File: src/hdl/ptld_pkg.sv
package ptld_pkg;

    localparam int ACC_W = 64;
    localparam int OUT_W = 63;
    localparam int MAG_W = 32;
    localparam int PC_W  = 5;
    localparam int CNT_W = 6;

    localparam logic [OUT_W-1:0] OUT_MAX = {OUT_W{1'b1}};

    // configuration register indexes
    localparam logic [2:0] REG_DIR_X  = 3'd0;
    localparam logic [2:0] REG_DIR_Y  = 3'd1;
    localparam logic [2:0] REG_DIR_Z  = 3'd2;
    localparam logic [2:0] REG_BASE_X = 3'd3;
    localparam logic [2:0] REG_BASE_Y = 3'd4;
    localparam logic [2:0] REG_BASE_Z = 3'd5;

    // multiplier operand A sources
    localparam logic [1:0] A_UX   = 2'd0;
    localparam logic [1:0] A_UY   = 2'd1;
    localparam logic [1:0] A_UZ   = 2'd2;
    localparam logic [1:0] A_MAGC = 2'd3;

    // multiplier operand B sources
    localparam logic [2:0] B_DX   = 3'd0;
    localparam logic [2:0] B_DY   = 3'd1;
    localparam logic [2:0] B_DZ   = 3'd2;
    localparam logic [2:0] B_MAGC = 3'd3;
    localparam logic [2:0] B_UX   = 3'd4;
    localparam logic [2:0] B_UY   = 3'd5;
    localparam logic [2:0] B_UZ   = 3'd6;

    // norm register operations
    localparam logic [1:0] N_HOLD = 2'd0;
    localparam logic [1:0] N_LOAD = 2'd1;
    localparam logic [1:0] N_ADD  = 2'd2;

    // sequencer jump kinds
    localparam logic [2:0] J_NEXT    = 3'd0;
    localparam logic [2:0] J_IN      = 3'd1;
    localparam logic [2:0] J_NOTFIN  = 3'd2;
    localparam logic [2:0] J_SKIPDIV = 3'd3;
    localparam logic [2:0] J_LOOP    = 3'd4;
    localparam logic [2:0] J_OUT     = 3'd5;
    localparam logic [2:0] J_JMP     = 3'd6;

    // jump targets
    localparam logic [PC_W-1:0] PC_IDLE = 5'd0;
    localparam logic [PC_W-1:0] PC_OUT  = 5'd18;

    typedef struct packed {
        logic            in_ld;
        logic            mul_en;
        logic [1:0]      mul_a;
        logic [2:0]      mul_b;
        logic            t_ld;
        logic            c_sub;
        logic            acc_add;
        logic [1:0]      n_op;
        logic            div_init;
        logic            div_step;
        logic            out_ld;
        logic [2:0]      jtype;
        logic [PC_W-1:0] jaddr;
    } t_ctrl;

    typedef struct packed {
        logic in_fire;
        logic final_pt;
        logic skip_div;
        logic div_last;
        logic out_fire;
    } t_stat;

    localparam t_ctrl CTRL_NOP = '{
        in_ld: 1'b0, mul_en: 1'b0, mul_a: A_UX, mul_b: B_DX, t_ld: 1'b0,
        c_sub: 1'b0, acc_add: 1'b0, n_op: N_HOLD, div_init: 1'b0,
        div_step: 1'b0, out_ld: 1'b0, jtype: J_NEXT, jaddr: PC_IDLE
    };

    // Microprogram. A product issued in one step is in the product register
    // in the next step.
    function automatic t_ctrl ucode(input logic [PC_W-1:0] pc);
        t_ctrl w;
        w = CTRL_NOP;
        unique case (pc)
            5'd0: begin
                w.in_ld = 1'b1;
                w.jtype = J_IN;
            end
            5'd1: begin
                w.mul_en = 1'b1; w.mul_a = A_UY; w.mul_b = B_DZ;
            end
            5'd2: begin
                w.mul_en = 1'b1; w.mul_a = A_UZ; w.mul_b = B_DY; w.t_ld = 1'b1;
            end
            5'd3: begin
                w.mul_en = 1'b1; w.mul_a = A_UZ; w.mul_b = B_DX; w.c_sub = 1'b1;
            end
            5'd4: begin
                w.mul_en = 1'b1; w.mul_a = A_MAGC; w.mul_b = B_MAGC; w.t_ld = 1'b1;
            end
            5'd5: begin
                w.mul_en = 1'b1; w.mul_a = A_UX; w.mul_b = B_DZ; w.acc_add = 1'b1;
            end
            5'd6: begin
                w.mul_en = 1'b1; w.mul_a = A_UX; w.mul_b = B_DY; w.c_sub = 1'b1;
            end
            5'd7: begin
                w.mul_en = 1'b1; w.mul_a = A_MAGC; w.mul_b = B_MAGC; w.t_ld = 1'b1;
            end
            5'd8: begin
                w.mul_en = 1'b1; w.mul_a = A_UY; w.mul_b = B_DX; w.acc_add = 1'b1;
            end
            5'd9: begin
                w.c_sub = 1'b1;
            end
            5'd10: begin
                w.mul_en = 1'b1; w.mul_a = A_MAGC; w.mul_b = B_MAGC;
            end
            5'd11: begin
                w.acc_add = 1'b1;
                w.jtype = J_NOTFIN; w.jaddr = PC_IDLE;
            end
            5'd12: begin
                w.mul_en = 1'b1; w.mul_a = A_UX; w.mul_b = B_UX;
            end
            5'd13: begin
                w.mul_en = 1'b1; w.mul_a = A_UY; w.mul_b = B_UY; w.n_op = N_LOAD;
            end
            5'd14: begin
                w.mul_en = 1'b1; w.mul_a = A_UZ; w.mul_b = B_UZ; w.n_op = N_ADD;
            end
            5'd15: begin
                w.n_op = N_ADD;
            end
            5'd16: begin
                w.div_init = 1'b1;
                w.jtype = J_SKIPDIV; w.jaddr = PC_OUT;
            end
            5'd17: begin
                w.div_step = 1'b1;
                w.jtype = J_LOOP;
            end
            5'd18: begin
                w.out_ld = 1'b1;
                w.jtype = J_OUT; w.jaddr = PC_IDLE;
            end
            default: begin
                w.jtype = J_JMP; w.jaddr = PC_IDLE;
            end
        endcase
        return w;
    endfunction

endpackage

File: src/hdl/ptld_dp.sv
module ptld_dp #(
    parameter int COORD_WIDTH = 24,
    parameter int DIR_WIDTH   = 20
) (
    input  logic                          i_clk,
    input  logic                          i_rst_n,
    input  ptld_pkg::t_ctrl               i_ctrl,
    output ptld_pkg::t_stat               o_stat,
    // configuration
    input  logic                          i_cfg_wr_en,
    input  logic [2:0]                    i_cfg_index,
    input  logic [((COORD_WIDTH > DIR_WIDTH) ? COORD_WIDTH : DIR_WIDTH)-1:0] i_cfg_wdata,
    // point input
    input  logic                          i_in_valid,
    input  logic [COORD_WIDTH-1:0]        i_hit_x,
    input  logic [COORD_WIDTH-1:0]        i_hit_y,
    input  logic [COORD_WIDTH-1:0]        i_hit_z,
    input  logic                          i_final_hit,
    // result
    input  logic                          i_out_ready,
    output logic                          o_out_valid,
    output logic [ptld_pkg::OUT_W-1:0]    o_distance_sum,
    output logic                          o_degenerate_line,
    output logic                          o_saturated
);

    localparam int CW  = COORD_WIDTH;
    localparam int DW  = DIR_WIDTH;
    localparam int DCW = CW + 1;
    localparam int MA  = (DW > ptld_pkg::MAG_W + 1) ? DW : ptld_pkg::MAG_W + 1;
    localparam int MB  = (DCW > ptld_pkg::MAG_W + 1) ? DCW : ptld_pkg::MAG_W + 1;
    localparam int PW  = MA + MB;
    localparam int TW  = DW + DCW;
    localparam int CXW = TW + 1;
    localparam int NW  = 2 * DW;
    localparam int AW  = ptld_pkg::ACC_W;

    // configuration registers
    logic signed [DW-1:0] r_ux, r_uy, r_uz;
    logic signed [CW-1:0] r_bx, r_by, r_bz;

    always_ff @(posedge i_clk) begin
        if (!i_rst_n) begin
            r_ux <= '0; r_uy <= '0; r_uz <= '0;
            r_bx <= '0; r_by <= '0; r_bz <= '0;
        end else if (i_cfg_wr_en) begin
            unique case (i_cfg_index)
                ptld_pkg::REG_DIR_X:  r_ux <= i_cfg_wdata[DW-1:0];
                ptld_pkg::REG_DIR_Y:  r_uy <= i_cfg_wdata[DW-1:0];
                ptld_pkg::REG_DIR_Z:  r_uz <= i_cfg_wdata[DW-1:0];
                ptld_pkg::REG_BASE_X: r_bx <= i_cfg_wdata[CW-1:0];
                ptld_pkg::REG_BASE_Y: r_by <= i_cfg_wdata[CW-1:0];
                ptld_pkg::REG_BASE_Z: r_bz <= i_cfg_wdata[CW-1:0];
                default: ;
            endcase
        end
    end

    // point offsets from the base point
    logic signed [DCW-1:0] r_dx, r_dy, r_dz;
    logic                  r_final;
    logic                  in_fire;

    assign in_fire = i_ctrl.in_ld && i_in_valid;

    always_ff @(posedge i_clk) begin
        if (in_fire) begin
            r_dx    <= {r_bx[CW-1], r_bx} - {i_hit_x[CW-1], i_hit_x};
            r_dy    <= {r_by[CW-1], r_by} - {i_hit_y[CW-1], i_hit_y};
            r_dz    <= {r_bz[CW-1], r_bz} - {i_hit_z[CW-1], i_hit_z};
            r_final <= i_final_hit;
        end
    end

    // shared multiplier and cross-product registers
    logic signed [MA-1:0]  op_a;
    logic signed [MB-1:0]  op_b;
    logic signed [PW-1:0]  r_p;
    logic signed [TW-1:0]  r_t;
    logic signed [TW-1:0]  p_tw;
    logic signed [CXW-1:0] r_c;
    logic [CXW-1:0]        mag_c;
    logic signed [ptld_pkg::MAG_W:0] magc_op;
    logic                  c_big;
    logic                  r_big;

    assign p_tw    = r_p[TW-1:0];
    assign mag_c   = r_c[CXW-1] ? CXW'(-r_c) : CXW'(r_c);
    assign c_big   = |mag_c[CXW-1:ptld_pkg::MAG_W];
    assign magc_op = {1'b0, mag_c[ptld_pkg::MAG_W-1:0]};

    always_comb begin
        unique case (i_ctrl.mul_a)
            ptld_pkg::A_UX: op_a = MA'(r_ux);
            ptld_pkg::A_UY: op_a = MA'(r_uy);
            ptld_pkg::A_UZ: op_a = MA'(r_uz);
            default:        op_a = MA'(magc_op);
        endcase
        unique case (i_ctrl.mul_b)
            ptld_pkg::B_DX:   op_b = MB'(r_dx);
            ptld_pkg::B_DY:   op_b = MB'(r_dy);
            ptld_pkg::B_DZ:   op_b = MB'(r_dz);
            ptld_pkg::B_MAGC: op_b = MB'(magc_op);
            ptld_pkg::B_UX:   op_b = MB'(r_ux);
            ptld_pkg::B_UY:   op_b = MB'(r_uy);
            default:          op_b = MB'(r_uz);
        endcase
    end

    always_ff @(posedge i_clk) begin
        if (i_ctrl.mul_en) begin
            r_p <= op_a * op_b;
        end
        // a component too large to square saturates the sum in the next add
        if (i_ctrl.mul_en && i_ctrl.mul_a == ptld_pkg::A_MAGC) begin
            r_big <= c_big;
        end
        if (i_ctrl.t_ld) begin
            r_t <= p_tw;
        end
        if (i_ctrl.c_sub) begin
            r_c <= CXW'(r_t) - CXW'(p_tw);
        end
    end

    // accumulator
    logic [AW-1:0] r_acc;
    logic          r_ovf;
    logic [AW:0]   acc_sum;
    logic          out_fire;

    assign acc_sum = {1'b0, r_acc} + {1'b0, r_p[AW-1:0]};

    always_ff @(posedge i_clk) begin
        if (!i_rst_n) begin
            r_acc <= '0;
            r_ovf <= 1'b0;
        end else if (out_fire) begin
            r_acc <= '0;
            r_ovf <= 1'b0;
        end else if (i_ctrl.acc_add) begin
            if (r_big || acc_sum[AW]) begin
                r_acc <= '1;
                r_ovf <= 1'b1;
            end else begin
                r_acc <= acc_sum[AW-1:0];
            end
        end
    end

    // squared direction length
    logic [NW-1:0] r_n;

    always_ff @(posedge i_clk) begin
        unique case (i_ctrl.n_op)
            ptld_pkg::N_LOAD: r_n <= r_p[NW-1:0];
            ptld_pkg::N_ADD:  r_n <= r_n + r_p[NW-1:0];
            default:          r_n <= r_n;
        endcase
    end

    // restoring divider, one quotient bit per step
    logic [AW-1:0]              r_quo;
    logic [NW-1:0]              r_rem;
    logic [ptld_pkg::CNT_W-1:0] r_cnt;
    logic [NW:0]                trial;
    logic [NW:0]                diff;
    logic                       fits;

    assign trial = {r_rem, r_quo[AW-1]};
    assign diff  = trial - {1'b0, r_n};
    assign fits  = trial >= {1'b0, r_n};

    always_ff @(posedge i_clk) begin
        if (i_ctrl.div_init) begin
            r_quo <= r_acc;
            r_rem <= '0;
            r_cnt <= '0;
        end else if (i_ctrl.div_step) begin
            r_quo <= {r_quo[AW-2:0], fits};
            r_rem <= fits ? diff[NW-1:0] : trial[NW-1:0];
            r_cnt <= r_cnt + 1'b1;
        end
    end

    // result register
    logic                       r_out_valid;
    logic [ptld_pkg::OUT_W-1:0] r_out_sum;
    logic                       r_out_deg;
    logic                       r_out_sat;
    logic                       degenerate;

    assign degenerate = (r_n == '0);
    assign out_fire   = i_ctrl.out_ld && (!r_out_valid || i_out_ready);

    always_ff @(posedge i_clk) begin
        if (!i_rst_n) begin
            r_out_valid <= 1'b0;
        end else if (out_fire) begin
            r_out_valid <= 1'b1;
        end else if (i_out_ready) begin
            r_out_valid <= 1'b0;
        end
    end

    always_ff @(posedge i_clk) begin
        if (out_fire) begin
            r_out_deg <= degenerate;
            priority if (degenerate) begin
                r_out_sum <= '0;
                r_out_sat <= r_ovf;
            end else if (r_ovf || r_quo[AW-1]) begin
                r_out_sum <= ptld_pkg::OUT_MAX;
                r_out_sat <= 1'b1;
            end else begin
                r_out_sum <= r_quo[ptld_pkg::OUT_W-1:0];
                r_out_sat <= 1'b0;
            end
        end
    end

    assign o_out_valid       = r_out_valid;
    assign o_distance_sum    = r_out_sum;
    assign o_degenerate_line = r_out_deg;
    assign o_saturated       = r_out_sat;

    assign o_stat.in_fire  = in_fire;
    assign o_stat.final_pt = r_final;
    assign o_stat.skip_div = degenerate || r_ovf;
    assign o_stat.div_last = (r_cnt == ptld_pkg::CNT_W'(AW - 1));
    assign o_stat.out_fire = out_fire;

endmodule

File: config.mk
export PLATFORM = sky130hd
export DESIGN_NAME = ptld_dp
export DESIGN_NICKNAME = d
export VERILOG_FILES = /design/src/hdl/ptld_pkg.sv /design/src/hdl/ptld_dp.sv
export SDC_FILE = /design/constraint.sdc
export NUM_CORES = 2
export LEC_CHECK = 0
export ABC_CLOCK_PERIOD_IN_PS = 10000
export BUFFER_PORTS_ARGS = -buffer_cell sky130_fd_sc_hd__clkbuf_2
export CORE_MARGIN = 5
export CORE_UTILIZATION = 50
export CTS_CLUSTER_DIAMETER = 40
export DETAILED_ROUTE_END_ITERATION = 16
export HOLD_SLACK_MARGIN = 0.02
export PLACE_DENSITY = 0.69
export SKIP_LAST_GASP = 1
export SYNTH_ARGS = -nofsm -noshare
export SYNTH_HDL_FRONTEND = slang
export SYNTH_SLANG_ARGS = --single-unit
File: constraint.sdc
create_clock -name i_clk -period 10 [get_ports i_clk]
set_clock_uncertainty 0.05 [all_clocks]
set_input_delay 0.5 -clock i_clk [delete_from_list [all_inputs] [get_ports i_clk]]
set_output_delay 0.5 -clock i_clk [all_outputs]
set_load 0.02 [all_outputs]
# Word level (Yosys, flattened, before mapping)

Cells that the tools add are included.

Reduce and logical (&&, ||, !) cells: 24
Add/sub/neg operators: 9
$lt $le $gt $ge: 1
Eq/ne operators: 16
Multiplexer cells: 13
Multipliers: 1
Shifts and indexed selects: 0
Bitwise operators: 1
Div/mod/pow operators: 0

Operators with widths:

| operator              | count |
|---|---|
| $pmux W33 S6          | 1 |
| $mux W64              | 3 |
| $pmux W33 S3          | 1 |
| $pmux W40 S2          | 1 |
| $sub A24 B24 Y25      | 3 |
| $add A64 B64 Y65      | 1 |
| $mul A33 B33 Y64      | 1 |
| $mux W63              | 1 |
| $mux W46              | 1 |
| $neg A46 Y46          | 1 |
| $sub A45 B45 Y46      | 1 |
| $ge A41 B40 Y1        | 1 |
| $add A40 B40 Y40      | 1 |
| $logic_not A40 Y1     | 1 |
| $mux W40              | 1 |
| $sub A40 B40 Y40      | 1 |
| $reduce_and A2 Y1     | 7 |
| $reduce_or A14 Y1     | 1 |
| $eq A3 B2 Y1 const B  | 4 |
| $eq A3 B3 Y1 const B  | 4 |
| $add A6 B1 Y6 const B | 1 |
| $eq A2 B2 Y1 const B  | 3 |
| $eq A3 B1 Y1 const B  | 2 |
| $eq A6 B6 Y1 const B  | 1 |
| other kinds (10)      | 22 |

Output and inout port bits: 71
ROM bits: 0
Memory bits (writable): 0
Latch bits: 0
Register bits: 645
Word-level logic and storage cells: 89
Memories kept: 0

# Depth between registers and ports, before layout

Depth after elaboration: 4
Gate-level depth with buffers: 42

# Worst setup path after synthesis

Ideal clock, no wire load.

Path kind: register -> register
Start point: register r_c[20]
End point: register r_p[63] (data pin)
Clock period less this slack: 9.742 ns
Setup slack: 0.258 ns
Data arrival time: 9.432 ns
Cell stages (with the launch flop): 36
Path through: edfxtp_1 or4_4 or3_1 or3_1 or3_2 o41ai_1 xor2_1 o21ai_1 clkbuf_1 nand2_1 fa_1 inv_1 fa_1 inv_1 fa_1 inv_1 fa_1 fa_1 fa_1 fa_1 inv_1 fa_1 inv_1 ha_1 a21o_1 a21oi_1 o21bai_1 a221oi_1 o21ai_0 a41oi_1 a21oi_1 o31ai_1 a21boi_0 o21a_1 nor2_1 xnor2_1

Longest elaborated chain between the ends: 4
Elaborated cells on any way between the ends: 5

Ends and longest elaborated chain:

| what                                         | line                         | source |
|---|---|---|
| from (decl)                                  | ptld_dp.sv:81                | `logic signed [CXW-1:0] r_c;` |
| from (signal assigned)                       | ptld_dp.sv:122               | `r_c <= CXW'(r_t) - CXW'(p_tw);` |
| $neg A46 Y46                                 | ptld_dp.sv:88                | `assign mag_c = r_c[CXW-1] ? CXW'(-r_c) : CXW'(r_c);` |
| $mux W46 *                                   | ptld_dp.sv:88                |  |
| $pmux W33 S6 or $pmux W33 S3 (tied branches) | ptld_dp.sv:99, ptld_dp.sv:93 |  |
| $mul A33 B33 Y64 *                           | ptld_dp.sv:112               | `r_p <= op_a * op_b;` |
| to (signal assigned)                         | ptld_dp.sv:112               |  |
| to (decl)                                    | ptld_dp.sv:78                | `logic signed [PW-1:0] r_p;` |

Every way passes the cells marked *; elsewhere a longest branch is shown, timed or not.
A chain may end at the register's enable or synchronous reset.

# Final worst setup path

Start point: register r_c[9]
End point: register r_p[38] (data pin)

Same word-level chain as after synthesis.

==> metrics.yaml <==
violations: "setup timing"
grt_pass1_wl_um: 356900
clk_path_buf_depth: 3
worstSetupEndpoint: "r_p[38]"
synth_seq_cells: 645
critPathMaxFanout: 4
path_class: "flip-flop to flip-flop"
post-dp-hpwl_um: 186000
synth_edf_count: 401
core_area_mm2: 0.1501
io_buffer_count: 190
cpMaxStageDelayCell: "fa_1"
cts_tree: "done"
utilization_pct: 58.78
syn_area_mm2: 0.07564
yosysSeqAreaShare_pct: 22.38
h-tree-depth: 3
syn-num-nets: 10020
cts.sinks: 645
end_kind: "flip-flop"
start_util_pct: 50.38
clkTransAtPathRegs_ns: 0.05
drv_cap: 0
yosys_warnings: 0
fin_crit_sh_pct: 100.7
layout_setup_ws_ns: -0.07432
synthFlopType: "edfxtp_1"
final_common_cell: "inv_1"
critPathRequiredTime_ns: 10.42
die_h_um: 398.9
rrSetupSlack_ns: -0.07
startpoint: "r_c[9]"
antenna_found_initial: 5
dieArea_mm2: 0.1592
crit_cells: 41
drc: 0
critical_path_arrival_ns: 10.49
fin_setup_tns_ns: -0.07432
grt_max_degree: 109
worstSkewPairLatency_ns: 0.76
wirelength_um: 228800
gp_congestion: 1.023
firstDrtPassIters: 6
r2r-start: "r_c[9]"
yosysUniqueCellTypes: 81
wl_per_cell_um: 20.82
route.vias.total: 61010
avgSynthCellArea_um2: 9.129
worst_slew_pin_slew_ns: 1.231
status: "complete, but fails checks"
cts_inserted_buffers: 102
rr_worst_depth: 41
grt_pass1_vias: 62930
num_rows: 142
routed_via_density: 5.552
syn_inst: 8286
design.portCount: 199
gr-usage-all-layers_pct: 28.77
max_freq_mhz: 99.26
cp_num_buf_inv: 13
hold_path_class: "input port to flip-flop"
worstSetupStartpointType: "flip-flop"
mostFrequentLayoutCells: "inv_1, nand2_1, fa_1, nor2_1, buf_4"
ant_nets: 0
drv_slew: 0
syn2layout_area_growth_pct: 16.68
final_layout_size_suffix_gt1_share_pct: 14.93
cpLargestDelayFamily: "adder cells"
hold_violations: 0
root_buffer: "clkbuf_16"
timing.final.crit_period_ns: 10.07
slew_headroom_pct: 17.69
grt_overflow: 0
num-fill-cells: 12840
worstReg2RegEnd: "r_p[38]"
nNetsFinal: 10610
setup-violations-final: 1
dieWidth_um: 398.9
async_flop_share_pct: 0
rsz0062_at_grt: "true"
cpPeakStageDelay_ns: 0.60
drtIter0Drc: 5124
-- cell families after synthesis --
kind of cell	after synthesis	share of synthesized area, %
flops	645	22.38
simple gates	2425	13.51
mux	132	2.046
buf+inv	1733	8.628
fa+ha+maj	1607	37.82
xor+xnor	330	3.821
compound gates	1414	11.79
-- layer usage --
| metal | vias up | global-route usage [%] | part of all wire, % |
|---|---|---|---|
| met4 | 2 | 10.15 | 4.0 |
| met5 | - | 0 | 0.0057 |
| met2 | 2535 | 45.11 | 44 |
| met1 | 30160 | 38.58 | 41 |
| met3 | 492 | 7.902 | 10 |
| li1 | 27820 | - | - |
-- stage by stage --
step           hold WS, ns  setup slack (ns)  instances  cell area, µm²
2_1_floorplan       0.3935            0.2585       8286           75640
6_report           0.09666          -0.07432      10990           88250
4_1_cts            0.05030         -0.008076      10950           87250
3_3_place_gp        0.4005           -0.4493      10740           83180
3_5_place_dp        0.4110           -0.6469      10740           83180
5_1_grt            0.08067           -0.3889      10990           88250
-- state kept, by name, indices dropped and copies added (netlist names), 25 cells and up --
name and flops:
o_distance_sum 63, r_acc 64, r_c 46, r_dx 25
r_dy 25, r_dz 25, r_n 40, r_p 64
r_quo 64, r_rem 40, r_t 45
-- tightest hold or removal path, cell delays in order --
cell and delay (ns):
clkbuf_2 0.15, nand2_1 0.08, a21boi_0 0.06
-- what timing repair did --
| item | 4_1_cts | 5_1_grt |
|---|---|---|
| endpoints found under the setup margin | 27 | 27 |
| gates resized for setup | 76 | 174 |
| setup buffers | 7 | 34 |
| cloned | 0 | 0 |
| pin swaps | 22 | 97 |
| hold buffers | 6 | 0 |
| endpoints found under the hold margin | 11 | 0 |
-- cells in the mapped netlist, types with 10 or more instances --
master	count	area, µm²
or3_1	27	168.9
ha_1	475	5943
o21bai_1	32	240.2
a21boi_0	142	1066
o21ai_0	313	1567
o211ai_1	17	127.6
a221oi_1	11	96.34
nand3_1	70	350.3
o21a_1	72	540.5
mux2i_1	32	320.3
o31ai_1	33	247.7
mux2_2	91	1025
inv_1	1383	5191
o41ai_1	10	87.58
nor4_1	28	175.2
xnor2_1	193	1690
or2_2	18	112.6
a211oi_1	56	420.4
nand2_1	1206	4527
o22ai_1	12	75.07
edfxtp_1	401	12040
buf_1	23	86.33
a31oi_1	32	200.2
nand4_1	34	212.7
and2_1	63	394.1
fa_1	1132	22660
nand2b_1	53	331.6
a21o_1	149	1119
and3_1	40	250.2
a21oi_1	381	1907
dfxtp_1	244	4885
o21ai_1	42	210.2
nor2_1	748	2808
nor3_1	50	250.2
clkbuf_1	318	1194
nor2b_1	45	281.5
xor2_1	137	1200
-- area by class of cell --
| class | instances | area (µm²) | share of cell area [%] |
|---|---|---|---|
| antenna | 4 | 10.01 | 0.01134 |
| clock buffer | 124 | 2729 | 3.092 |
| clock inverter | 70 | 859.6 | 0.9740 |
| inverter | 1385 | 5199 | 5.891 |
| multi-input combinational | 5908 | 53250 | 60.34 |
| sequential | 645 | 16930 | 19.18 |
| tap | 2016 | 2522 | 2.858 |
| timing repair buffer | 836 | 6756 | 7.656 |
-- worst min-delay path by stage --
stage / cells after the start / slack (ns) / end / from
finish: 3 / 0.1 / r_bz[7] / i_cfg_wdata[7]
global route: 3 / 0.08 / r_ux[7] / i_cfg_wdata[7]
CTS: 3 / 0.05 / r_uz[11] / i_cfg_wdata[11]
detailed placement: 2 / 0.41 / r_bz[4] / r_bz[4]
global placement: 2 / 0.40 / r_bz[0] / r_bz[0]
floorplan: 2 / 0.39 / r_bx[0] / r_bx[0]
Power is not shown: default switching activity piles up to over one toggle a cycle in this logic, so the estimate is an artifact.
