<file path="config.mk">
export PLATFORM = sky130hd
export DESIGN_NAME = ptld_seq
export DESIGN_NICKNAME = d
export VERILOG_FILES = /design/src/hdl/ptld_pkg.sv /design/src/hdl/ptld_seq.sv
export SDC_FILE = /design/constraint.sdc
export NUM_CORES = 1
export LEC_CHECK = 0
export ABC_CLOCK_PERIOD_IN_PS = 2500
export BUFFER_PORTS_ARGS = -buffer_cell sky130_fd_sc_hd__buf_2
export CELL_PAD_IN_SITES_DETAIL_PLACEMENT = 1
export CELL_PAD_IN_SITES_GLOBAL_PLACEMENT = 1
export CORE_ASPECT_RATIO = 1.2
export CORE_MARGIN = 1.5
export CORE_UTILIZATION = 34
export DETAILED_ROUTE_END_ITERATION = 16
export PLACE_DENSITY_LB_ADDON = 0.05
export SETUP_SLACK_MARGIN = 0.3
export SYNTH_ARGS = -nofsm -noshare
export SYNTH_HDL_FRONTEND = slang
export SYNTH_SLANG_ARGS = --single-unit
</file>
<file path="constraint.sdc">
create_clock -name i_clk -period 2.5 [get_ports i_clk]
set_clock_uncertainty 0.2 [all_clocks]
set_input_delay 0.25 -clock i_clk [delete_from_list [all_inputs] [get_ports i_clk]]
set_output_delay 0.25 -clock i_clk [all_outputs]
set_load 0.1 [all_outputs]
</file>
<file path="src/hdl/ptld_pkg.sv">
package ptld_pkg;

    localparam int ACC_W = 64;
    localparam int OUT_W = 63;
    localparam int MAG_W = 32;
    localparam int PC_W  = 5;
    localparam int CNT_W = 6;

    localparam logic [OUT_W-1:0] OUT_MAX = {OUT_W{1'b1}};

    // configuration register indexes
    localparam logic [2:0] REG_DIR_X  = 3'd0;
    localparam logic [2:0] REG_DIR_Y  = 3'd1;
    localparam logic [2:0] REG_DIR_Z  = 3'd2;
    localparam logic [2:0] REG_BASE_X = 3'd3;
    localparam logic [2:0] REG_BASE_Y = 3'd4;
    localparam logic [2:0] REG_BASE_Z = 3'd5;

    // multiplier operand A sources
    localparam logic [1:0] A_UX   = 2'd0;
    localparam logic [1:0] A_UY   = 2'd1;
    localparam logic [1:0] A_UZ   = 2'd2;
    localparam logic [1:0] A_MAGC = 2'd3;

    // multiplier operand B sources
    localparam logic [2:0] B_DX   = 3'd0;
    localparam logic [2:0] B_DY   = 3'd1;
    localparam logic [2:0] B_DZ   = 3'd2;
    localparam logic [2:0] B_MAGC = 3'd3;
    localparam logic [2:0] B_UX   = 3'd4;
    localparam logic [2:0] B_UY   = 3'd5;
    localparam logic [2:0] B_UZ   = 3'd6;

    // norm register operations
    localparam logic [1:0] N_HOLD = 2'd0;
    localparam logic [1:0] N_LOAD = 2'd1;
    localparam logic [1:0] N_ADD  = 2'd2;

    // sequencer jump kinds
    localparam logic [2:0] J_NEXT    = 3'd0;
    localparam logic [2:0] J_IN      = 3'd1;
    localparam logic [2:0] J_NOTFIN  = 3'd2;
    localparam logic [2:0] J_SKIPDIV = 3'd3;
    localparam logic [2:0] J_LOOP    = 3'd4;
    localparam logic [2:0] J_OUT     = 3'd5;
    localparam logic [2:0] J_JMP     = 3'd6;

    // jump targets
    localparam logic [PC_W-1:0] PC_IDLE = 5'd0;
    localparam logic [PC_W-1:0] PC_OUT  = 5'd18;

    typedef struct packed {
        logic            in_ld;
        logic            mul_en;
        logic [1:0]      mul_a;
        logic [2:0]      mul_b;
        logic            t_ld;
        logic            c_sub;
        logic            acc_add;
        logic [1:0]      n_op;
        logic            div_init;
        logic            div_step;
        logic            out_ld;
        logic [2:0]      jtype;
        logic [PC_W-1:0] jaddr;
    } t_ctrl;

    typedef struct packed {
        logic in_fire;
        logic final_pt;
        logic skip_div;
        logic div_last;
        logic out_fire;
    } t_stat;

    localparam t_ctrl CTRL_NOP = '{
        in_ld: 1'b0, mul_en: 1'b0, mul_a: A_UX, mul_b: B_DX, t_ld: 1'b0,
        c_sub: 1'b0, acc_add: 1'b0, n_op: N_HOLD, div_init: 1'b0,
        div_step: 1'b0, out_ld: 1'b0, jtype: J_NEXT, jaddr: PC_IDLE
    };

    // Microprogram. A product issued in one step is in the product register
    // in the next step.
    function automatic t_ctrl ucode(input logic [PC_W-1:0] pc);
        t_ctrl w;
        w = CTRL_NOP;
        unique case (pc)
            5'd0: begin
                w.in_ld = 1'b1;
                w.jtype = J_IN;
            end
            5'd1: begin
                w.mul_en = 1'b1; w.mul_a = A_UY; w.mul_b = B_DZ;
            end
            5'd2: begin
                w.mul_en = 1'b1; w.mul_a = A_UZ; w.mul_b = B_DY; w.t_ld = 1'b1;
            end
            5'd3: begin
                w.mul_en = 1'b1; w.mul_a = A_UZ; w.mul_b = B_DX; w.c_sub = 1'b1;
            end
            5'd4: begin
                w.mul_en = 1'b1; w.mul_a = A_MAGC; w.mul_b = B_MAGC; w.t_ld = 1'b1;
            end
            5'd5: begin
                w.mul_en = 1'b1; w.mul_a = A_UX; w.mul_b = B_DZ; w.acc_add = 1'b1;
            end
            5'd6: begin
                w.mul_en = 1'b1; w.mul_a = A_UX; w.mul_b = B_DY; w.c_sub = 1'b1;
            end
            5'd7: begin
                w.mul_en = 1'b1; w.mul_a = A_MAGC; w.mul_b = B_MAGC; w.t_ld = 1'b1;
            end
            5'd8: begin
                w.mul_en = 1'b1; w.mul_a = A_UY; w.mul_b = B_DX; w.acc_add = 1'b1;
            end
            5'd9: begin
                w.c_sub = 1'b1;
            end
            5'd10: begin
                w.mul_en = 1'b1; w.mul_a = A_MAGC; w.mul_b = B_MAGC;
            end
            5'd11: begin
                w.acc_add = 1'b1;
                w.jtype = J_NOTFIN; w.jaddr = PC_IDLE;
            end
            5'd12: begin
                w.mul_en = 1'b1; w.mul_a = A_UX; w.mul_b = B_UX;
            end
            5'd13: begin
                w.mul_en = 1'b1; w.mul_a = A_UY; w.mul_b = B_UY; w.n_op = N_LOAD;
            end
            5'd14: begin
                w.mul_en = 1'b1; w.mul_a = A_UZ; w.mul_b = B_UZ; w.n_op = N_ADD;
            end
            5'd15: begin
                w.n_op = N_ADD;
            end
            5'd16: begin
                w.div_init = 1'b1;
                w.jtype = J_SKIPDIV; w.jaddr = PC_OUT;
            end
            5'd17: begin
                w.div_step = 1'b1;
                w.jtype = J_LOOP;
            end
            5'd18: begin
                w.out_ld = 1'b1;
                w.jtype = J_OUT; w.jaddr = PC_IDLE;
            end
            default: begin
                w.jtype = J_JMP; w.jaddr = PC_IDLE;
            end
        endcase
        return w;
    endfunction

endpackage

</file>
<file path="src/hdl/ptld_seq.sv">
module ptld_seq (
    input  logic              i_clk,
    input  logic              i_rst_n,
    input  ptld_pkg::t_stat   i_stat,
    output ptld_pkg::t_ctrl   o_ctrl
);

    logic [ptld_pkg::PC_W-1:0] r_pc;
    logic [ptld_pkg::PC_W-1:0] n_pc;
    logic [ptld_pkg::PC_W-1:0] pc_inc;
    ptld_pkg::t_ctrl           ctrl;

    assign ctrl   = ptld_pkg::ucode(r_pc);
    assign pc_inc = r_pc + 1'b1;
    assign o_ctrl = ctrl;

    always_comb begin
        unique case (ctrl.jtype)
            ptld_pkg::J_NEXT:    n_pc = pc_inc;
            ptld_pkg::J_IN:      n_pc = i_stat.in_fire  ? pc_inc     : r_pc;
            ptld_pkg::J_NOTFIN:  n_pc = i_stat.final_pt ? pc_inc     : ctrl.jaddr;
            ptld_pkg::J_SKIPDIV: n_pc = i_stat.skip_div ? ctrl.jaddr : pc_inc;
            ptld_pkg::J_LOOP:    n_pc = i_stat.div_last ? pc_inc     : r_pc;
            ptld_pkg::J_OUT:     n_pc = i_stat.out_fire ? ctrl.jaddr : r_pc;
            default:             n_pc = ctrl.jaddr;
        endcase
    end

    always_ff @(posedge i_clk) begin
        if (!i_rst_n) begin
            r_pc <= ptld_pkg::PC_IDLE;
        end else begin
            r_pc <= n_pc;
        end
    end

endmodule

</file>
==> results by group, run 1 <==
Status
  • Run status: stopped before the end
  • Last stage: 5_1_grt
  • Tool error: [ERROR DPL-0033] detailed placement checks failed during check placement.

Yosys
  • Post-synthesis sequential area ratio: 11.7%
  • Syn Inst Count: 116
  • Post-Syn Area: between 800 and 900 sq um
  • FF+latch count, synth: 5
  • Mean Syn Cell Area: about 7.4 sq um
  • Distinct cell type count after synthesis: just over 50
  • YS warnings: 0

Global route
  • Initial antenna violation count: 0
  • Largest net degree at the start of global routing: 14

Clock network
  • Cts-stage hold buffer count: 0
  • Num CTS Buffers: 3
  • H-tree levels: 1
  • Sink Count: 5
  • Clk root buf: clkbuf_4
  • Clock buffer depth: 2

Floorplanning
  • Chip height: 57.9 microns
  • Initial Util: between 30% and 40%
  • Die Wd: between 40 and 50 microns
  • FP Rows: 19
  • IO Count: 30

Place
  • RePlAce Congestion: just under 0.8
  • HPWL after DPL: 2.38 mm
  • Buffers on Ports: 26

Timing
  • Category of the worst endpoint: primary output
  • Worst EP post-GRT repair: o_ctrl[6]
==> per-stage QoR <==
step	setup WS (ns)	utilization, %	cell area [sq um]	instances	TNS [ns]
detailed placement	0.137	61.9	1440	172	0
floorplan	-0.246	-	1080	118	-1.23
CTS	0.108	73.0	1700	191	0
global placement	0.162	61.9	1440	172	0
==> Yosys cell counts (all sizes together) <==
cell | instances | area, sq um
a211o | 1 | 8.76
ha | 5 | 62.6
a211oi | 2 | 15.0
nor4b | 1 | 8.76
a221oi | 2 | 17.5
o21a | 2 | 15.0
inv | 7 | 26.3
xor2 | 1 | 8.76
o2111ai | 1 | 15.0
nor2b | 1 | 6.26
o21bai | 2 | 15.0
and4bb | 1 | 12.5
mux2i | 4 | 40.0
xnor2 | 1 | 8.76
nand3b | 1 | 7.51
clkbuf | 2 | 7.51
o211a | 2 | 20.0
a221o | 1 | 10.0
nand2 | 4 | 17.5
or2 | 1 | 6.26
dfxtp | 5 | 100
a21o | 1 | 7.51
a31oi | 3 | 25.0
conb | 1 | 3.75
nor2 | 11 | 43.8
nor4 | 2 | 12.5
nand3 | 2 | 10.0
a31o | 1 | 8.76
and3 | 4 | 25.0
nor3 | 8 | 56.3
nand2b | 3 | 21.3
nor3b | 1 | 7.51
a2bb2oi | 1 | 8.76
a21oi | 6 | 30.0
o21ai | 5 | 25.0
buf | 13 | 75.1
o32a | 1 | 10.0
a311oi | 2 | 23.8
o211ai | 3 | 22.5
o31ai | 1 | 7.51
==> timing repair <==
item | CTS
gates resized for setup | 23
hold endpoints to repair | 0
buffers inserted | 15
pin swaps | 12
endpoints found under the setup margin | 18
==> kinds of logic after synthesis <==
logic type / synth area share [%]
xor+xnor: 2.05
mux: 4.69
other cells: 0.439
fa+ha+maj: 7.33
simple gates: 27.6
buf+inv: 12.8
flops: 11.7
compound gates: 33.4
==> run 2: changes to the inputs <==
CELL_PAD_IN_SITES_DETAIL_PLACEMENT = not set   (was 1)
CELL_PAD_IN_SITES_GLOBAL_PLACEMENT = not set   (was 1)
CORE_AREA = 2 2 63 65   (was not set)
CORE_ASPECT_RATIO = not set   (was 1.2)
CORE_MARGIN = not set   (was 1.5)
CORE_UTILIZATION = not set   (was 34)
DIE_AREA = 0 0 65 67   (was not set)
PLACE_DENSITY_LB_ADDON = 0.15   (was 0.05)
SETUP_SLACK_MARGIN = not set   (was 0.3)
==> run 2 against run 1 <==
The run now ends clean. Area after synthesis stayed put. Synthesized cell count is the same.
==> results by group, run 2 <==
Status
  • Run status: completed (was stopped before the end)

Clock network
  • Num CTS Buffers: 3 (unchanged)
  • TritonCTS clock tree: built
  • Clock buffer depth: 2 (unchanged)
  • Clock slew at reported path FFs: approximately 0.04 ns
  • H-tree levels: 1 (unchanged)
  • Clk root buf: clkbuf_8 (was clkbuf_4)
  • Sink Count: 5 (unchanged)
  • Clk_lat worst skew: approximately 0.22 ns

Yosys
  • Mux contribution to synthesized area: 4.69% (unchanged)
  • Yosys top cell by area: dfxtp_1 (unchanged)
  • Async S/R FF share, synth: 0% (unchanged)
  • Distinct cell type count after synthesis: 51 (unchanged)
  • Post-Synth XOR/XNOR Area: 2.05% (unchanged)
  • Post-synth EDFFs: 0 (unchanged)
  • FF+latch count, synth: 5 (unchanged)
  • Top-count cell post-synth: nor2_1 (unchanged)
  • Simple-Gate Fraction of Synth Area: 27.6% (unchanged)
  • YS warnings: 0 (unchanged)
  • Primary FF master, synth: dfxtp_1 (unchanged)
  • Post-synthesis compound-gate area fraction: 33.4% (unchanged)
  • Syn Inst Count: 116 (unchanged)
  • Commonest cells post-synth: nor2_1 (10), a21oi_1 (6), buf_2 (6), inv_1 (6), nor3_1 (6) (unchanged)
  • Adder-Cell Fraction of Synth Area: 7.33% (unchanged)
  • Post-synthesis sequential area ratio: 11.7% (unchanged)
  • Top-area cell type share of the netlist area: 11.7% (unchanged)
  • Post-Syn Area: 853 sq um (unchanged)
  • Synth area leaders: dfxtp_1 (12%), ha_1 (7.3%), mux2i_1 (4.7%) (unchanged)
  • Largest family of logic cells by synthesized area: compound AO/OA/AOI/OAI gates (unchanged)
  • Mean Syn Cell Area: 7.36 sq um (unchanged)

Timing
  • Final Cycle Share: around 97%
  • Minimum clock period: between 2 and 2.5 ns
  • Fin. max-slew vios: 0
  • Fmax: 0.414 GHz
  • Unrepaired setup endpoints after global routing: no
  • Hold Vio Cnt, Final: 0
  • Final Setup Violations: 0

Final layout
  • Most frequent cells in the layout: buf_12 (16), buf_4 (11), buf_2 (10)
  • Share of post-route cells with drive strength above 1: 53.5%
  • Largest register by flop count: r_pc
  • Most common cell after layout, fill and taps aside: buf_12
  • Biggest regs: r_pc (5)
  • Layout Cells excl Fill: 192
  • Antenna diodes: 0
  • Layout area overhead: 79.2%
  • Max FFs per register: 5
  • Nets: ~160
  • Final core utilization: between 40% and 50%

Floorplanning
  • Die area: approximately 4400 sq um
  • Initial Util: 23.7% (was 36.6%)
  • Die Wd: 65 microns (was 48.7 microns)
  • Chip height: 67 microns (was 57.9 microns)
  • FP Rows: 22 (was 19)
  • Core area: about 3600 sq um
  • IO Count: 30 (unchanged)

Route
  • DR pass1 iterations: 4
  • Iteration-0 DRC count of the detailed router: 43
  • DR vias: ~950
  • Vias per cell: around 5.0
  • # DRC: 0
  • Final WL: about 2.7 mm
  • Wire per inst: 14.1 microns
  • Remaining antenna violation count after routing: 0

Place
  • Cell count after placement: 186 (was 172)
  • Buffers on Ports: 26 (unchanged)
  • HPWL after DPL: 2.15 mm (was 2.38 mm)
  • RePlAce Congestion: 0.776 (about the same)

Worst setup path
  • WP data arrival: around 2.0 ns
  • Critical Path Fanout Max: 8
  • Worst R2R Path Depth: 7
  • Startpoint types: flip-flop
  • Critical path class: reg -> out
  • Req. time, crit path: just over 2 ns
  • FF-to-FF Start: r_pc[3]$_SDFFE_PN0P_
  • Crit end category: primary output
  • Reg-to-reg slack, setup: between 0.2 and 0.3 ns
  • R2R Path End: r_pc[1]$_SDFFE_PN0P_

Min path
  • Hold Path End: r_pc[0]$_SDFFE_PN0P_
  • Hold crit path type: in -> reg
  • Hold path start: i_rst_n
  • Hold depth: 2

Global route
  • First-pass GRT wire length: around 4.7 mm
  • Largest net degree at the start of global routing: 14
  • Vias in the first global route: 1002
  • GRT overflow: 0
  • Tot GR Track Use: 13.5%
  • Initial antenna violation count: 0

Job
  • Maxcap violations: 0
[run 2: routing by layer]
metal,routed length (microns),GRT usage [%],vias up
met2,1380,24.6,34
met1,1190,16.6,439
met5,0,0,-
li1,-,-,477
met3,132,1.35,2
met4,12,3.99,0
[run 2: metrics by stage]
stage / setup WS (ns) / area, sq um / TNS, ns / hold WS [ns]
after floorplan: -0.318 / 1050 / -1.17 / 0.164
after global placement: 0.229 / 1440 / 0 / 0.299
after detailed placement: 0.196 / 1440 / 0 / 0.304
after CTS: 0.0139 / 1490 / 0 / 0.0753
after global routing: 0.0106 / 1530 / 0 / 0.0999
final: 0.0842 / 1530 / 0 / 0.0788
[run 2: kinds of logic after synthesis]
| kind of cell | Yosys count |
|---|---|
| buf+inv | 22 |
| xor+xnor | 2 |
| flops | 5 |
| simple gates | 40 |
| fa+ha+maj | 5 |
| compound gates | 37 |
| other cells | 1 |
| mux | 4 |
[run 2: worst max-delay path by stage]
stage                          from          to  slack (ns)  cells after the start
2_1_floorplan  r_pc[2]$_SDFFE_PN0P_  o_ctrl[20]       -0.32                      4
5_1_grt        r_pc[1]$_SDFFE_PN0P_   o_ctrl[6]        0.01                      7
4_1_cts        r_pc[0]$_SDFFE_PN0P_   o_ctrl[6]        0.01                      7
6_report       r_pc[1]$_SDFFE_PN0P_   o_ctrl[6]        0.08                      7
3_5_place_dp   r_pc[1]$_SDFFE_PN0P_   o_ctrl[6]        0.20                      7
3_3_place_gp   r_pc[1]$_SDFFE_PN0P_   o_ctrl[6]        0.23                      7
[run 2: area by class of cell]
class                      count  area [sq um]
sequential                     5           109
inverter                       7          28.8
fill                         361          2080
tap                           48          60.1
clock buffer                   4          45.0
multi-input combinational     91           833
timing repair buffer          37           453
[run 2: what timing repair did]
item | in CTS | in global routing
setup buffers | 0 | 2
pin swaps | 1 | 3
endpoints found under the hold margin | 0 | 0
hold buffers | 0 | 0
resized for setup | 2 | 4
setup endpoints to repair | 1 | 2
[run 2: critical path, cell delays in order, from the launching register on]
cell,delay [ns]
dfxtp_4,0.39
inv_2,0.07
ha_4,0.21
o21a_4,0.22
a221oi_2,0.28
o2111ai_4,0.20
o21ai_4,0.20
buf_12,0.19
Power of run 2 is left out: the tool's default activity adds up to more than one toggle a clock period on the data nets, which glitch-free logic cannot reach.
==> run 3: changes to the inputs <==
CTS_BUF_LIST = sky130_fd_sc_hd__clkbuf_4 sky130_fd_sc_hd__clkbuf_8 sky130_fd_sc_hd__clkbuf_16   (was not set)
==> run 3 against run 2 <==
Die area did not move. Hold slack barely moved. Maximum frequency did not move. Sequential share of layout area barely moved. Global-route usage did not move. Critical endpoint unchanged. Clock-buffer cell count did not move. First-iteration DRC count did not move.
==> results by group, run 3 (synthesis results as in run 2) <==
Global route
  • Initial antenna violation count: 0 (unchanged)
  • GRT overflow: 0 (unchanged)
  • First-pass GRT wire length: 4.67 mm (unchanged)
  • Tot GR Track Use: 13.5% (unchanged)
  • Largest net degree at the start of global routing: 14 (unchanged)
  • Vias in the first global route: 1002 (unchanged)

Floorplanning
  • FP Rows: 22 (unchanged)
  • Die area: 4360 sq um (unchanged)
  • Core area: 3610 sq um (unchanged)
  • Die Wd: 65 microns (unchanged)
  • Chip height: 67 microns (unchanged)
  • Initial Util: 23.7% (unchanged)
  • IO Count: 30 (unchanged)

Place
  • Dpl cell area: 1440 sq um (unchanged)
  • RePlAce Congestion: 0.776 (unchanged)
  • HPWL after DPL: 2.15 mm (unchanged)
  • Buffers on Ports: 26 (unchanged)

Final layout
  • Most common cell after layout, fill and taps aside: buf_12 (unchanged)
  • Share of post-route cells with drive strength above 1: 54.2% (was 53.5%)
  • Max FFs per register: 5 (unchanged)
  • Most frequent cells in the layout: buf_12 (16), buf_4 (11), buf_2 (10) (unchanged)
  • Post-route cell area: 1530 sq um (about the same)
  • FF+latch area: 109 sq um (unchanged)
  • Final core utilization: 42.5% (was 42.4%)
  • Layout area overhead: 79.6% (was 79.2%)
  • Area occupied by multi-input gates: 833 sq um (unchanged)
  • Nets: 157 (unchanged)
  • Antenna diodes: 0 (unchanged)
  • Largest register by flop count: r_pc (unchanged)
  • Biggest regs: r_pc (5) (unchanged)
  • Fill cells: 359 (was 361)

Clock network
  • H-tree levels: 1 (unchanged)
  • Clock slew at reported path FFs: 0.04 ns (about the same)
  • Sink Count: 5 (unchanged)
  • Num CTS Buffers: 3 (unchanged)
  • Clock buffer depth: 2 (unchanged)
  • Clk root buf: clkbuf_8 (unchanged)
  • Clk_lat worst skew: 0.22 ns (about the same)
  • TritonCTS clock tree: built (unchanged)

Timing
  • Setup tns final: 0 ns (unchanged)
  • Hold Vio Cnt, Final: 0 (unchanged)
  • Minimum clock period: 2.42 ns (about the same)
  • Final Cycle Share: 96.6% (about the same)
  • Unrepaired setup endpoints after global routing: no (unchanged)
  • Final Setup Violations: 0 (unchanged)
  • Fin. max-slew vios: 0 (unchanged)
  • Fmax: 0.414 GHz (unchanged)

Worst setup path
  • WP data arrival: 1.97 ns (about the same)
  • Worst R2R Path Depth: 7 (unchanged)
  • Critical Path Fanout Max: 8 (unchanged)
  • Startpoint types: flip-flop (unchanged)
  • Req. time, crit path: 2.05 ns (about the same)
  • Slowest CP cell: dfxtp_4 (unchanged)
  • R2R Path End: r_pc[1]$_SDFFE_PN0P_ (unchanged)
  • CP peak stage delay: 0.39 ns (about the same)
  • Critical Path, Cell by Cell: inv_2 > ha_4 > o21a_4 > a221oi_2 > o2111ai_4 > o21ai_4 > buf_12 (unchanged)
  • FF-to-FF Start: r_pc[3]$_SDFFE_PN0P_ (unchanged)
  • Reg-to-reg slack, setup: 0.25 ns (about the same)
  • Critical path class: reg -> out (unchanged)
  • Crit end category: primary output (unchanged)
  • CP Launch Point: r_pc[1]$_SDFFE_PN0P_ (unchanged)

Min path
  • Hold depth: 2 (unchanged)
  • Hold crit path type: in -> reg (unchanged)
  • Hold path start: i_rst_n (unchanged)
  • Hold Path End: r_pc[0]$_SDFFE_PN0P_ (unchanged)

Route
  • DR pass1 iterations: 4 (unchanged)
  • DR vias: 952 (unchanged)
  • Final WL: 2.71 mm (unchanged)
  • Iteration-0 DRC count of the detailed router: 43 (unchanged)
  • Wire per inst: 14.1 microns (unchanged)
  • Remaining antenna violation count after routing: 0 (unchanged)
  • Vias per cell: 4.96 (unchanged)
  • # DRC: 0 (unchanged)

Job
  • Maxcap violations: 0 (unchanged)

Status
  • Run status: completed (unchanged)
[run 3: worst max-delay path: cells and delay by family (launching register included)]
family / cells / cell delay, ns
DFF: 1 / 0.39
adders and majority gates: 1 / 0.21
buffers and inverters: 2 / 0.26
AOI/OAI and AO/OA: 4 / 0.90
[run 3: how the worst max path moves through the flow]
stage | cells past startpoint | slack, ns | end
floorplan | 4 | -0.32 | o_ctrl[20]
global placement | 7 | 0.23 | o_ctrl[6]
detailed placement | 7 | 0.20 | o_ctrl[6]
CTS | 7 | 0.01 | o_ctrl[6]
global route | 7 | 0.01 | o_ctrl[6]
finish | 7 | 0.08 | o_ctrl[6]
[run 3: metal layers]
metal,share of wire (%),vias to the layer above,GRT usage (%)
li1,-,477,-
met1,44,439,16.6
met2,51,34,24.6
met3,4.9,2,1.35
met4,0.44,0,3.99
met5,0,-,0
[run 3: stage by stage]
step | hold WS [ns] | cells | setup slack (ns)
detailed placement | 0.304 | 186 | 0.196
CTS | 0.0752 | 190 | 0.0137
finish | 0.0787 | 192 | 0.0842
floorplan | 0.164 | 118 | -0.318
global placement | 0.299 | 186 | 0.229
global route | 0.0995 | 192 | 0.0106
[run 3: cell type report]
type	instances	share of cell area (%)
Tap cell	48	3.92
Clock buffer	4	3.18
Sequential cell	5	7.10
Timing Repair Buffer	37	29.6
Multi-Input combinational cell	91	54.4
Inverter	7	1.88
[run 3: repair_timing]
action,CTS,global route
pin swaps,1,3
gates resized for setup,2,4
hold buffers,0,0
buffers inserted,0,2
setup endpoints to repair,1,2
Power of run 3 is left out for the same reason.
==> run 4: changes to the inputs <==
CELL_PAD_IN_SITES_DETAIL_PLACEMENT = 1   (was not set)
CELL_PAD_IN_SITES_GLOBAL_PLACEMENT = 1   (was not set)
==> run 4 against run 3 <==
Die area unchanged. Global-route usage rose by 0.61 points. Design area up 2.8%. Via count rose by 5.8%. Clock-buffer cell count is the same. Register-to-register slack is essentially flat. Sequential share of layout area fell by 0.11 points. Critical path depth unchanged. Hold slack worse by 0.015 ns. Wire length rose by 12%.
==> results by group, run 4 (synthesis results as in run 2) <==
Floorplanning
  • Chip height: 67 microns (unchanged)
  • Die Wd: 65 microns (unchanged)
  • Core area: 3610 sq um (unchanged)
  • FP Rows: 22 (unchanged)
  • Initial Util: 23.7% (unchanged)
  • Die area: 4360 sq um (unchanged)
  • IO Count: 30 (unchanged)

Clock network
  • Clk_lat worst skew: 0.22 ns (about the same)
  • TritonCTS clock tree: built (unchanged)
  • Clk root buf: clkbuf_8 (unchanged)
  • Sink Count: 5 (unchanged)
  • Num CTS Buffers: 3 (unchanged)
  • Cts-stage hold buffer count: 0 (unchanged)
  • Clock buffer depth: 2 (unchanged)
  • Clock slew at reported path FFs: 0.04 ns (about the same)
  • H-tree levels: 1 (unchanged)

Worst setup path
  • WP data arrival: 2.02 ns (was 1.97 ns)
  • Critical Path, Cell by Cell: ha_4 > buf_4 > or2_2 > a2bb2oi_2 > o2111ai_2 > o21ai_4 > buf_12 (was inv_2 > ha_4 > o21a_4 > a221oi_2 > o2111ai_4 > o21ai_4 > buf_12)
  • Reg-to-reg slack, setup: 0.26 ns (was 0.25 ns)
  • CP peak stage delay: 0.37 ns (was 0.39 ns)
  • Slowest CP cell: dfxtp_4 (unchanged)
  • Worst R2R Path Depth: 9 (was 7)
  • Worst path depth: 7 (unchanged)
  • Req. time, crit path: 2.05 ns (about the same)
  • Startpoint types: flip-flop (unchanged)
  • Critical Path Fanout Max: 6 (was 8)
  • Crit path buffers/inverters: 2 (unchanged)
  • R2R Path End: r_pc[1]$_SDFFE_PN0P_ (unchanged)
  • CP top delay family: compound AO/OA/AOI/OAI gates (unchanged)
  • Critical path class: reg -> out (unchanged)
  • Crit end category: primary output (unchanged)
  • FF-to-FF Start: r_pc[0]$_SDFFE_PN0P_ (was r_pc[3]$_SDFFE_PN0P_)

Final layout
  • Most frequent cells in the layout: buf_4 (19), buf_12 (16), buf_2 (10) (was buf_12 (16), buf_4 (11), buf_2 (10))
  • Nets: 165 (was 157)
  • Antenna diodes: 0 (unchanged)
  • Largest register by flop count: r_pc (unchanged)
  • Layout area overhead: 84.6% (was 79.6%)
  • Biggest regs: r_pc (5) (unchanged)
  • Post-route cell area: 1580 sq um (was 1530 sq um)
  • Fill cells: 404 (was 359)
  • Share of post-route cells with drive strength above 1: 56.6% (was 54.2%)
  • Max FFs per register: 5 (unchanged)
  • Most common cell after layout, fill and taps aside: buf_4 (was buf_12)
  • Layout Cells excl Fill: 200 (was 192)
  • FF+latch area: 110 sq um (was 109 sq um)
  • Area occupied by multi-input gates: 815 sq um (was 833 sq um)

Global route
  • Largest net degree at the start of global routing: 15 (was 14)
  • Initial antenna violation count: 0 (unchanged)
  • GRT overflow: 0 (unchanged)
  • Tot GR Track Use: 14.1% (was 13.5%)
  • First-pass GRT wire length: 4.83 mm (was 4.67 mm)
  • Vias in the first global route: 981 (was 1002)

Timing
  • Fin. max-slew vios: 0 (unchanged)
  • Unrepaired setup endpoints after global routing: yes (was no)
  • Minimum clock period: 2.47 ns (was 2.42 ns)
  • Hold Vio Cnt, Final: 0 (unchanged)
  • Final hold slack: 0.0634 ns (was 0.0787 ns)
  • Rel. slew slack: 62.9%
  • Final Setup Violations: 0 (unchanged)
  • Least-Margin Pin Slew: ~0.55 ns
  • Fmax: 0.405 GHz (was 0.414 GHz)
  • Final Cycle Share: 98.8% (was 96.6%)

Min path
  • Hold depth: 2 (unchanged)
  • Hold Path End: r_pc[0]$_SDFFE_PN0P_ (unchanged)
  • Hold path start: i_rst_n (unchanged)
  • Hold crit path type: in -> reg (unchanged)

Route
  • Wire length on met2: 1.55 mm (was 1.38 mm)
  • Routed wl met3: 119 microns (was 132 microns)
  • WL met1: 1.37 mm (was 1.19 mm)
  • Remaining antenna violation count after routing: 0 (unchanged)
  • Final WL: 3.03 mm (was 2.71 mm)
  • # DRC: 0 (unchanged)
  • Vias per cell: 5.04 (was 4.96)
  • DR pass1 iterations: 4 (unchanged)
  • Iteration-0 DRC count of the detailed router: 31 (was 43)
  • DR top layer: met3 (was met4)
  • DR vias: 1007 (was 952)
  • Wire per inst: 15.2 microns (was 14.1 microns)

Place
  • Cell count after placement: 188 (was 186)
  • RePlAce Congestion: 0.823 (was 0.776)
  • HPWL after DPL: 2.32 mm (was 2.15 mm)
  • Dpl cell area: 1450 sq um (was 1440 sq um)
  • Buffers on Ports: 26 (unchanged)

Status
  • Run status: completed (unchanged)

Job
  • Maxcap violations: 0 (unchanged)
## run 4: cell count changes in the layout (fill, tap and decap cells not counted)
| cell | previous run | this run |
|---|---|---|
| o21a_4 | 1 | 0 |
| o2111ai_2 | 0 | 1 |
| buf_4 | 11 | 19 |
| dfxtp_2 | 1 | 2 |
| dfxtp_1 | 2 | 1 |
| o21a_1 | 1 | 2 |
| o2111ai_4 | 1 | 0 |
## run 4: worst max path at each step
stage                          from                   end  slack, ns
2_1_floorplan  r_pc[2]$_SDFFE_PN0P_            o_ctrl[20]      -0.32
3_3_place_gp   r_pc[0]$_SDFFE_PN0P_             o_ctrl[6]       0.23
3_5_place_dp   r_pc[1]$_SDFFE_PN0P_  r_pc[2]$_SDFFE_PN0P_       0.21
4_1_cts        r_pc[0]$_SDFFE_PN0P_             o_ctrl[6]       0.01
5_1_grt        r_pc[0]$_SDFFE_PN0P_             o_ctrl[6]      -0.07
6_report       r_pc[0]$_SDFFE_PN0P_             o_ctrl[6]       0.03
## run 4: area by class of cell
| cell class | instances | share of cell area, % |
|---|---|---|
| multi-input cells | 91 | 51.7 |
| repair buffers | 45 | 32.6 |
| inverters | 7 | 1.83 |
| well taps | 48 | 3.81 |
| flip-flops and latches | 5 | 6.99 |
| clock buffers | 4 | 3.10 |
## run 4: worst register-to-register path: cells and delay by family (launching register included)
kind | cells | cell delay, ns
adders and majority gates | 1 | 0.16
DFF | 1 | 0.37
buffers and inverters | 2 | 0.20
and+or+nand+nor | 2 | 0.20
AOI/OAI and AO/OA | 4 | 1.01
## run 4: timing repair
| item | in CTS | in global routing |
|---|---|---|
| setup buffers | 0 | 8 |
| endpoints found under the hold margin | 0 | 0 |
| endpoints found under the setup margin | 1 | 2 |
| gates cloned | 0 | 0 |
| resized for setup | 1 | 4 |
| pin swaps | 2 | 5 |
## run 4: layer usage
layer,track usage [%],vias to the layer above
met5,0,-
met4,2.39,0
met3,2.36,0
met2,24.5,24
met1,18.4,487
li1,-,496
## run 4: stage by stage
| stage | worst slack (ns) | utilization, % | setup TNS [ns] |
|---|---|---|---|
| floorplan | -0.318 | - | -1.17 |
| global placement | 0.231 | 40.3 | 0 |
| finish | 0.0301 | 43.7 | 0 |
| CTS | 0.0145 | 41.7 | 0 |
| global route | -0.0745 | 43.7 | -0.0868 |
| detailed placement | 0.210 | 40.3 | 0 |
Power of run 4 is left out for the same reason.
